===== src/rtl/vspal_pkg.sv =====
`default_nettype none

package vspal_pkg;

  localparam int ERR_BITS = 12;

  localparam int GAIN_W = 24;
  localparam int ANGLE_W = 32;
  localparam int FRESH_W = 16;
  localparam int THRESH_W = 12;
  localparam int LOCK_W = 16;
  localparam int TIME_W = 32;

  localparam int CFG_INDEX_W = 3;
  localparam int CFG_DATA_W = 24;

  localparam int DIFF_W = ERR_BITS + 1;
  localparam int SUM_W = 26 + ERR_BITS;
  localparam int CMP_W = ((ERR_BITS > THRESH_W) ? ERR_BITS : THRESH_W) + 1;

  typedef enum logic [CFG_INDEX_W-1:0] {
    CFG_GAIN_P    = 3'd0,
    CFG_GAIN_D    = 3'd1,
    CFG_FRESHNESS = 3'd2,
    CFG_THRESHOLD = 3'd3,
    CFG_LOCK_SAMP = 3'd4
  } cfg_index_t;

  localparam logic [FRESH_W-1:0] FRESH_RESET = FRESH_W'(100);
  localparam logic [THRESH_W-1:0] THRESH_RESET = THRESH_W'(5);
  localparam logic [LOCK_W-1:0] LOCK_RESET = LOCK_W'(5);
  localparam logic [LOCK_W-1:0] LOCK_COUNT_MAX = {LOCK_W{1'b1}};

  localparam logic signed [ANGLE_W-1:0] ANGLE_MAX = {1'b0, {(ANGLE_W-1){1'b1}}};
  localparam logic signed [ANGLE_W-1:0] ANGLE_MIN = {1'b1, {(ANGLE_W-1){1'b0}}};

endpackage

`default_nettype wire


===== src/rtl/visual_servo_pd_aim_lock_unit.sv =====
`default_nettype none

// Two-axis PD aiming loop with lock detection. Each transaction is a camera
// sample or a restart, and each gives exactly one result with the yaw and pitch
// commands after that transaction, whether the gimbal was moved, the lock flag
// and whether an angle clipped. Transactions pass an input register and then
// the result register; the angle and lock state is updated combinationally
// between them, so one transaction is taken per clock while out_stall does not
// hold a waiting result. The update runs through the two multipliers per axis
// and the saturating add into the angle registers. Configuration is a plain
// indexed write; the user must do it while the block is idle, which the block
// itself does not enforce; reset needs no clearing pass.
module visual_servo_pd_aim_lock_unit
  import vspal_pkg::*;
(
  input  wire                           clk,
  input  wire                           rst,
  input  wire                           cfg_wen,
  input  wire        [CFG_INDEX_W-1:0]  cfg_index,
  input  wire        [CFG_DATA_W-1:0]   cfg_wdata,
  input  wire                           in_valid,
  output logic                          in_stall,
  input  wire                           req_type,
  input  wire        [TIME_W-1:0]       now_ms,
  input  wire        [TIME_W-1:0]       rx_stamp_ms,
  input  wire                           target_seen,
  input  wire signed [ERR_BITS-1:0]     error_x,
  input  wire signed [ERR_BITS-1:0]     error_y,
  output logic                          out_valid,
  input  wire                           out_stall,
  output logic signed [ANGLE_W-1:0]     yaw_cmd,
  output logic signed [ANGLE_W-1:0]     pitch_cmd,
  output logic                          move_issued,
  output logic                          locked,
  output logic                          angle_saturated
);

  logic signed [GAIN_W-1:0]  gain_p;
  logic signed [GAIN_W-1:0]  gain_d;
  logic        [FRESH_W-1:0] freshness_ms;
  logic        [THRESH_W-1:0] error_threshold_px;
  logic        [LOCK_W-1:0]  lock_samples;

  logic signed [ANGLE_W-1:0]  yaw_angle, yaw_angle_next;
  logic signed [ANGLE_W-1:0]  pitch_angle, pitch_angle_next;
  logic signed [ERR_BITS-1:0] prev_error_x, prev_error_x_next;
  logic signed [ERR_BITS-1:0] prev_error_y, prev_error_y_next;
  logic        [LOCK_W-1:0]   lock_count, lock_count_next;
  logic                       locked_flag, locked_flag_next;

  logic                       s1_valid;
  logic                       s1_req_type;
  logic        [TIME_W-1:0]   s1_now;
  logic        [TIME_W-1:0]   s1_rx;
  logic                       s1_target_seen;
  logic signed [ERR_BITS-1:0] s1_error_x;
  logic signed [ERR_BITS-1:0] s1_error_y;

  logic s1_adv;
  logic move_next;
  logic sat_next;

  // config writes
  always_ff @(posedge clk) begin
    if (rst) begin
      gain_p <= '0;
      gain_d <= '0;
      freshness_ms <= FRESH_RESET;
      error_threshold_px <= THRESH_RESET;
      lock_samples <= LOCK_RESET;
    end else if (cfg_wen) begin
      unique case (cfg_index)
        CFG_GAIN_P:    gain_p <= cfg_wdata[GAIN_W-1:0];
        CFG_GAIN_D:    gain_d <= cfg_wdata[GAIN_W-1:0];
        CFG_FRESHNESS: freshness_ms <= cfg_wdata[FRESH_W-1:0];
        CFG_THRESHOLD: error_threshold_px <= cfg_wdata[THRESH_W-1:0];
        CFG_LOCK_SAMP: lock_samples <= cfg_wdata[LOCK_W-1:0];
        default: ;
      endcase
    end
  end

  assign s1_adv = !out_valid || !out_stall;
  assign in_stall = s1_valid && !s1_adv;

  // input register
  always_ff @(posedge clk) begin
    if (rst) begin
      s1_valid <= 1'b0;
    end else if (!in_stall) begin
      s1_valid <= in_valid;
    end
    if (in_valid && !in_stall) begin
      s1_req_type <= req_type;
      s1_now <= now_ms;
      s1_rx <= rx_stamp_ms;
      s1_target_seen <= target_seen;
      s1_error_x <= error_x;
      s1_error_y <= error_y;
    end
  end

  // pd update
  logic        [TIME_W-1:0]  age;
  logic                      fresh;
  logic signed [DIFF_W-1:0]  diff_x, diff_y;
  logic signed [SUM_W-1:0]   sum_x, sum_y;
  logic                      sat_x, sat_y;
  logic signed [ANGLE_W-1:0] clip_x, clip_y;
  logic        [CMP_W-1:0]   abs_x, abs_y, thresh_ext;
  logic                      on_target;
  logic        [LOCK_W-1:0]  count_inc;

  always_comb begin
    age = s1_now - s1_rx;
    fresh = age <= {{(TIME_W-FRESH_W){1'b0}}, freshness_ms};

    diff_x = DIFF_W'(s1_error_x) - DIFF_W'(prev_error_x);
    diff_y = DIFF_W'(s1_error_y) - DIFF_W'(prev_error_y);
    sum_x = SUM_W'(yaw_angle) + SUM_W'(gain_p) * SUM_W'(s1_error_x)
          + SUM_W'(gain_d) * SUM_W'(diff_x);
    sum_y = SUM_W'(pitch_angle) + SUM_W'(gain_p) * SUM_W'(s1_error_y)
          + SUM_W'(gain_d) * SUM_W'(diff_y);

    sat_x = (sum_x[SUM_W-1:ANGLE_W-1] != '0) && (sum_x[SUM_W-1:ANGLE_W-1] != '1);
    sat_y = (sum_y[SUM_W-1:ANGLE_W-1] != '0) && (sum_y[SUM_W-1:ANGLE_W-1] != '1);
    clip_x = sat_x ? (sum_x[SUM_W-1] ? ANGLE_MIN : ANGLE_MAX) : sum_x[ANGLE_W-1:0];
    clip_y = sat_y ? (sum_y[SUM_W-1] ? ANGLE_MIN : ANGLE_MAX) : sum_y[ANGLE_W-1:0];

    abs_x = s1_error_x[ERR_BITS-1] ? CMP_W'(-DIFF_W'(s1_error_x)) : CMP_W'(s1_error_x);
    abs_y = s1_error_y[ERR_BITS-1] ? CMP_W'(-DIFF_W'(s1_error_y)) : CMP_W'(s1_error_y);
    thresh_ext = CMP_W'(error_threshold_px);
    on_target = (abs_x < thresh_ext) && (abs_y < thresh_ext);
    count_inc = (lock_count == LOCK_COUNT_MAX) ? lock_count : lock_count + LOCK_W'(1);

    yaw_angle_next = yaw_angle;
    pitch_angle_next = pitch_angle;
    prev_error_x_next = prev_error_x;
    prev_error_y_next = prev_error_y;
    lock_count_next = lock_count;
    locked_flag_next = locked_flag;
    move_next = 1'b0;
    sat_next = 1'b0;

    if (s1_req_type) begin
      yaw_angle_next = '0;
      pitch_angle_next = '0;
      prev_error_x_next = '0;
      prev_error_y_next = '0;
      lock_count_next = '0;
      locked_flag_next = 1'b0;
      move_next = 1'b1;
    end else if (fresh) begin
      if (!s1_target_seen) begin
        lock_count_next = '0;
        locked_flag_next = 1'b0;
      end else begin
        yaw_angle_next = clip_x;
        pitch_angle_next = clip_y;
        prev_error_x_next = s1_error_x;
        prev_error_y_next = s1_error_y;
        move_next = 1'b1;
        sat_next = sat_x || sat_y;
        if (on_target) begin
          lock_count_next = count_inc;
          if (count_inc >= lock_samples) begin
            locked_flag_next = 1'b1;
          end
        end else begin
          lock_count_next = '0;
          locked_flag_next = 1'b0;
        end
      end
    end
  end

  // state and result register
  always_ff @(posedge clk) begin
    if (rst) begin
      yaw_angle <= '0;
      pitch_angle <= '0;
      prev_error_x <= '0;
      prev_error_y <= '0;
      lock_count <= '0;
      locked_flag <= 1'b0;
      out_valid <= 1'b0;
    end else begin
      if (s1_adv) begin
        out_valid <= s1_valid;
      end
      if (s1_valid && s1_adv) begin
        yaw_angle <= yaw_angle_next;
        pitch_angle <= pitch_angle_next;
        prev_error_x <= prev_error_x_next;
        prev_error_y <= prev_error_y_next;
        lock_count <= lock_count_next;
        locked_flag <= locked_flag_next;
      end
    end
    if (s1_valid && s1_adv) begin
      yaw_cmd <= yaw_angle_next;
      pitch_cmd <= pitch_angle_next;
      move_issued <= move_next;
      locked <= locked_flag_next;
      angle_saturated <= sat_next;
    end
  end

  a_out_matches_state: assert property (@(posedge clk) disable iff (rst)
    out_valid |-> (yaw_cmd == yaw_angle) && (pitch_cmd == pitch_angle)
                  && (locked == locked_flag))
    else $error("result register out of step with angle state");

  a_sat_needs_move: assert property (@(posedge clk) disable iff (rst)
    out_valid && !move_issued |-> !angle_saturated)
    else $error("saturation flagged without a move");

  a_restart_clears: assert property (@(posedge clk) disable iff (rst)
    s1_valid && s1_adv && s1_req_type |=>
      out_valid && (yaw_cmd == '0) && (pitch_cmd == '0) && move_issued && !locked
      && (lock_count == '0))
    else $error("restart did not clear state");

  a_empty_no_stall: assert property (@(posedge clk) disable iff (rst)
    !s1_valid |-> !in_stall)
    else $error("input stalled with empty input register");

  a_lock_needs_count: assert property (@(posedge clk) disable iff (rst)
    locked_flag |-> (lock_count != '0))
    else $error("lock set with zero lock count");

endmodule

`default_nettype wire


===== config.mk =====
export PLATFORM = sky130hd
export DESIGN_NAME = visual_servo_pd_aim_lock_unit
export DESIGN_NICKNAME = d
export VERILOG_FILES = /design/src/rtl/vspal_pkg.sv /design/src/rtl/visual_servo_pd_aim_lock_unit.sv
export SDC_FILE = /design/constraint.sdc
export NUM_CORES = 2
export LEC_CHECK = 0
export BUFFER_PORTS_ARGS = -buffer_cell sky130_fd_sc_hd__buf_2
export CAP_MARGIN = 10
export CORE_ASPECT_RATIO = 1.2
export CORE_UTILIZATION = 35
export DETAILED_ROUTE_END_ITERATION = 10
export GPL_TIMING_DRIVEN = 0
export PLACE_DENSITY = 0.47
export SLEW_MARGIN = 10
export SYNTH_ARGS = -nofsm -noshare
export SYNTH_HDL_FRONTEND = slang
export SYNTH_SLANG_ARGS = --single-unit

===== constraint.sdc =====
create_clock -name clk -period 11.16 [get_ports clk]
set_input_delay 2.232 -clock clk [delete_from_list [all_inputs] [get_ports clk]]
set_output_delay 2.232 -clock clk [all_outputs]
set_load 0.01 [all_outputs]

Word-level counts from Yosys, hierarchy flattened
Cells that the tools add are included.
- add/sub/neg operators: 10
- $mul: 4
- order comparisons: 4
- eq/ne operators: 7
- multiplexer cells: 30
- bitwise logic cells: 2
- reductions and logical operators: 25
- operators by type and width (kind ; number):
    32-bit 2-to-1 mux ; 10
    16-bit 2-to-1 mux ; 5
    37-bit by 37-bit adder with 38-bit output ; 2
    32-bit by 36-bit adder with 37-bit output ; 2
    24-bit by 13-bit multiplier with 37-bit output ; 2
    24-bit by 12-bit multiplier with 36-bit output ; 2
    12-bit 2-to-1 mux ; 6
    32-bit by 16-bit <= comparator with 1-bit output ; 1
    32-bit subtractor ; 1
    13-bit by 12-bit < comparator with 1-bit output ; 2
    13-bit 2-to-1 mux ; 2
    12-bit negator with 13-bit output ; 2
    12-bit by 12-bit subtractor with 13-bit output ; 2
    16-bit by 1-bit adder with 16-bit output, second input constant ; 1
    16-bit == test, second input constant ; 1
    16-bit greater-or-equal comparator ; 1
    7-bit != test, second input constant ; 2
    7-bit nonzero test ; 2
    2-bit AND reduction ; 6
    1-bit 2-to-1 mux ; 7
    3-bit by 2-bit == test with 1-bit output, second input constant ; 2
    1-bit logical AND ; 6
    1-bit zero test ; 4
    2-bit nonzero test ; 2
    7 further kinds ; 9
- flip-flop bits (word level): 356
- output and inout port bits: 69

Depth between registers and ports, before layout
- word-level depth: 9
- gate-level depth with buffers: 44

Least setup slack after synthesis
OpenSTA, ideal clock, no wires.
- path kind: register to register
- from: register s1_error_x[0]
- to: register yaw_cmd[21], data pin
- setup time: 0.256 ns
- arrival: 9.505 ns
- required time: 10.904 ns
- setup slack: 1.399 ns
- stages on the path, launching flop included: 43
- path buffers: 5
- period minus slack after synthesis: 9.761 ns
- cell sequence: edfxtp_1 clkbuf_1 inv_1 ha_1 fa_1 nor2b_1 o21ai_0 a21boi_0 o21ai_0 a21boi_0 o21ai_0 a21boi_0 o21a_1 nor2_1 xnor2_1 clkbuf_1 nand2_1 fa_1 [... 7 more ...] fa_1 inv_1 fa_1 inv_1 ha_1 clkbuf_1 a21oi_1 o21ai_0 or3_1 o32ai_1 mux2i_1 nor4b_1 nand4b_1 a21boi_1 clkbuf_1 clkbuf_1 o21ai_0 nand2_1
- longest elaborated chain between the ends: 9
- ends and longest elaborated chain (item ; RTL line ; RTL):
    start, declared ; visual_servo_pd_aim_lock_unit.sv:56 ; logic signed [ERR_BITS-1:0] s1_error_x;
    start signal, assigned ; visual_servo_pd_aim_lock_unit.sv:98 ; s1_error_x <= error_x;
    24-bit by 12-bit multiplier with 36-bit output or 12-bit by 12-bit subtractor with 13-bit output (tied branches) ; visual_servo_pd_aim_lock_unit.sv:120, visual_servo_pd_aim_lock_unit.sv:118 ;
    32-bit by 36-bit adder with 37-bit output or 24-bit by 13-bit multiplier with 37-bit output (tied branches) ; visual_servo_pd_aim_lock_unit.sv:120, visual_servo_pd_aim_lock_unit.sv:121 ;
    37-bit by 37-bit adder with 38-bit output * ; visual_servo_pd_aim_lock_unit.sv:121 ; + SUM_W'(gain_d) * SUM_W'(diff_x);
    7-bit != test or 7-bit nonzero test (tied branches) ; visual_servo_pd_aim_lock_unit.sv:125 ; sat_x = (sum_x[SUM_W-1:ANGLE_W-1] != '0) && (sum_x[SUM_W-1:ANGLE_W-1] != '1);
    1-bit logical AND ; visual_servo_pd_aim_lock_unit.sv:125 ;
    32-bit 2-to-1 mux * ; visual_servo_pd_aim_lock_unit.sv:127 ; clip_x = sat_x ? (sum_x[SUM_W-1] ? ANGLE_MIN : ANGLE_MAX) : sum_x[ANGLE_W-1:0];
    32-bit 2-to-1 mux * ; visual_servo_pd_aim_lock_unit.sv:154 ; if (!s1_target_seen) begin
    32-bit 2-to-1 mux * ; visual_servo_pd_aim_lock_unit.sv:153 ; end else if (fresh) begin
    32-bit 2-to-1 mux * ; visual_servo_pd_aim_lock_unit.sv:145 ; if (s1_req_type) begin
    net yaw_angle_next[21] ; visual_servo_pd_aim_lock_unit.sv:44 ; logic signed [ANGLE_W-1:0] yaw_angle, yaw_angle_next;
    end signal, assigned ; visual_servo_pd_aim_lock_unit.sv:201 ; yaw_cmd <= yaw_angle_next;
    end, declared ; visual_servo_pd_aim_lock_unit.sv:31 ; output logic signed [ANGLE_W-1:0] yaw_cmd,
The timed path passes the listed nets; every way through them passes the cells marked *.
A chain may end at the register's enable or synchronous reset.

Final worst setup path
- from: register s1_error_x[1]
- to: register yaw_cmd[19], data pin
The elaborated chain is that of the path after synthesis.

==> impl_results.md <==
- Status: complete, no violations
- IO Pins: between 150 and 200
- CTS tree: done
- Wire length per cell: about 24 um
- Synthesis-stage register bit count: between 300 and 400
- Pre-CTS setup slack: -3303 ps
- Max Buffers Root-to-Sink: 3
- Die Span X: 387.0 um
- Syn Nets: about 8600
- DR vias: between 40000 and 50000
- Initial DRT Pass Iterations: 6
- Ranking of synthesized cells by area: fa_1, inv_1, edfxtp_1
- Yosys warns: 0
- Post-route setup TNS: 0 ps
- Number of cell rows: approximately 170
- Drt total wl: about 220000 um
- Initial Utilization: 0.3521
- Crit path top cell by count: fa_1
- DP HPWL: 190300 um
- First-pass GRT wire length: approximately 330000 um
- Peak VDD IR: ~0.16 mV
- Post-DRT Antenna Nets: 0
- Pwr Density: between 100 and 150 nW/um2
- Netlist cell types: between 80 and 90
- Most frequent cell after synthesis: inv_1
- Final worst path period share: 0.9684
- PnR worst setup slack: 352.4 ps
- Final Skew: roughly 25 ps
- Hold Crit Class: reg -> reg
- Die height: approximately 460 um
- Tmin final: 10810 ps
- IO buf count: between 150 and 200
- Worst-Margin Slew: approximately 1400 ps
- Fin. max-slew vios: 0
- Crit-path max FO: 11
- Worst Path Arrival: 11270 ps
- Post-synth EDFFs: between 150 and 200
- Clock buffer count from CTS: 48
- Yosys top cell area share: 0.4223
- Clock slew at reported path FFs: approximately 70 ps
- Slowest CP cell: edfxtp_1
- Fin util: 0.3900
- WS Path Type: reg -> reg
- Post-Syn Instances: 6776
- Worst-Skew Late Latency: about 700 ps
- Slew HR: 0.08333
- Core area: roughly 180000 um2
- Ys async rst share: 0
- Sequential-to-total area share from yosys stat: 0.1397
- Synth Flop Type: dfxtp_1
- CTS root buffer: clkbuf_16
- Largest net degree at the start of global routing: 64
- Worst Path Required: about 12000 ps
- Hold Vio Cnt, Final: 0
- MaxCap Viol Count: 0
- H-tree depth: 2
- Initial DRC Count: just over 3000
- Average cell area after synthesis: about 9.2 um2
- GRT Residual Overflow: 0
- Mapped Area: ~62000 um2
- Layout cells sized above 1: 0.07193
- Vias per cell: between 5 and 6
- Max incr delay on CP: 540 ps
- Worst setup SP type: flop
- Final setup viols: 0
- Vias in the first global route: around 50000
- # clock sinks: between 300 and 400
- Peak Freq: between 90 and 100 MHz
- Yosys top cell by area: fa_1
- Pleak: 31.63 nW
- CP Capture Type: flop
- GP Congestion: 0.9242
- Synth top cells by count: inv_1, fa_1, nand2_1
- Total GRT Usage: 0.2518
- Initial antenna violation count: 26
- DRC: 0
- Die ar.: approximately 180000 um2
- Area Growth Syn to Fin: 10.76%
- Design Power: between 0.007 and 0.008 W
- Fin nets: a little under 9000
[where the power goes]
group / total, W / switching [W] / internal [W]
registers: 0.00144 / 0.0000354 / 0.00140
logic: 0.00468 / 0.00297 / 0.00172
clock network: 0.00166 / 0.000761 / 0.000903
total: 0.00778 / 0.00376 / 0.00402
[path summary, 6_finish.rpt]
check / slack [ps] / depth (start not counted) / startpoint / endpoint
worst max-delay path: 350 / 40 / s1_error_x[1] / yaw_cmd[19]
worst min-delay path: 450 / 2 / prev_error_x[11] / prev_error_x[11]
worst max register to register: 350 / 40 / s1_error_x[1] / yaw_cmd[19]
worst min register to register: 450 / 2 / prev_error_x[11] / prev_error_x[11]
[critical path: cells and delay by family (launching register included)]
| kind | cells | cell delay, ps |
|---|---|---|
| xor+xnor | 1 | 320 |
| compound gates | 12 | 2400 |
| flops | 1 | 540 |
| simple gates | 7 | 1300 |
| mux | 1 | 150 |
| fa+ha+maj | 9 | 4040 |
| buf+inv | 10 | 1690 |
[metrics by stage]
stage	hold slack (ps)	cells	area, um2
finish	453.4	9398	68950
global route	474.2	9385	68920
CTS	455.2	9383	68500
detailed placement	446.5	9284	66360
global placement	443.8	9274	66090
floorplan	431.9	6776	62250
[registers in the layout, indices dropped and copies added, names as in the netlist, 12 cells and up]
signal	cells
error_threshold_px	12
freshness_ms	16
gain_d	24
gain_p	24
lock_count	16
lock_samples	16
pitch_angle	32
pitch_cmd	32
prev_error_x	12
prev_error_y	12
s1_error_x	12
s1_error_y	12
s1_now	32
s1_rx	32
yaw_angle	32
yaw_cmd	32
[what timing repair did]
action	in CTS	in global routing
hold buffers	0	0
pin swaps	13	22
setup endpoints to repair	129	125
hold endpoints to repair	0	0
resized for setup	106	119
buffers inserted	20	8
[routing by layer]
| metal | track usage | share of wire |
|---|---|---|
| met1 | 0.3058 | 0.39 |
| met2 | 0.4380 | 0.50 |
| met3 | 0.03068 | 0.053 |
| met4 | 0.1279 | 0.057 |
| met5 | 0 | 0.00029 |
[kinds of logic after synthesis]
logic type / share of synthesized area
XOR/XNOR: 0.02096
flip-flops: 0.1397
adder cells (fa/ha/maj): 0.4954
buffers and inverters: 0.1112
multiplexers: 0.001789
AND/OR/NAND/NOR: 0.1544
AO/OA/AOI/OAI: 0.07654
[layout by cell type, fill, tap and decap left out, types with 14 or more instances in the layout]
cell and count:
inv_1 1494, fa_1 1312, nand2_1 978, and2_1 416, ha_1 353, clkbuf_1 241, a21oi_1 222, buf_2 213
nor2_1 199, dfxtp_1 199, edfxtp_1 157, nand2b_1 114, o21ai_0 104, xnor2_1 100, nor2b_1 78, o21ai_1 70
o2bb2ai_1 62, a21o_1 59, clkbuf_16 50, xor2_1 35, nand4_1 34, nand3_1 33, o211ai_1 24, o21a_1 24
buf_4 24, nor3_1 23, or2_2 22, buf_1 20, clkbuf_2 19, a22o_1 19, or3_1 17, and3_1 15
nand3b_1 15, diode_2 14
[final cells by class]
type | instances | area, um2
clock inverter | 34 | 331.6
fill | 18270 | 107800
inverter | 1495 | 5612
multi-input combinational | 4586 | 47240
clock buffer | 56 | 1303
antenna | 14 | 35.03
timing repair buffer | 228 | 1415
sequential | 356 | 8698
buffer | 321 | 1424
tap | 2308 | 2888
Note: power is estimated with default switching activity, not from simulation.
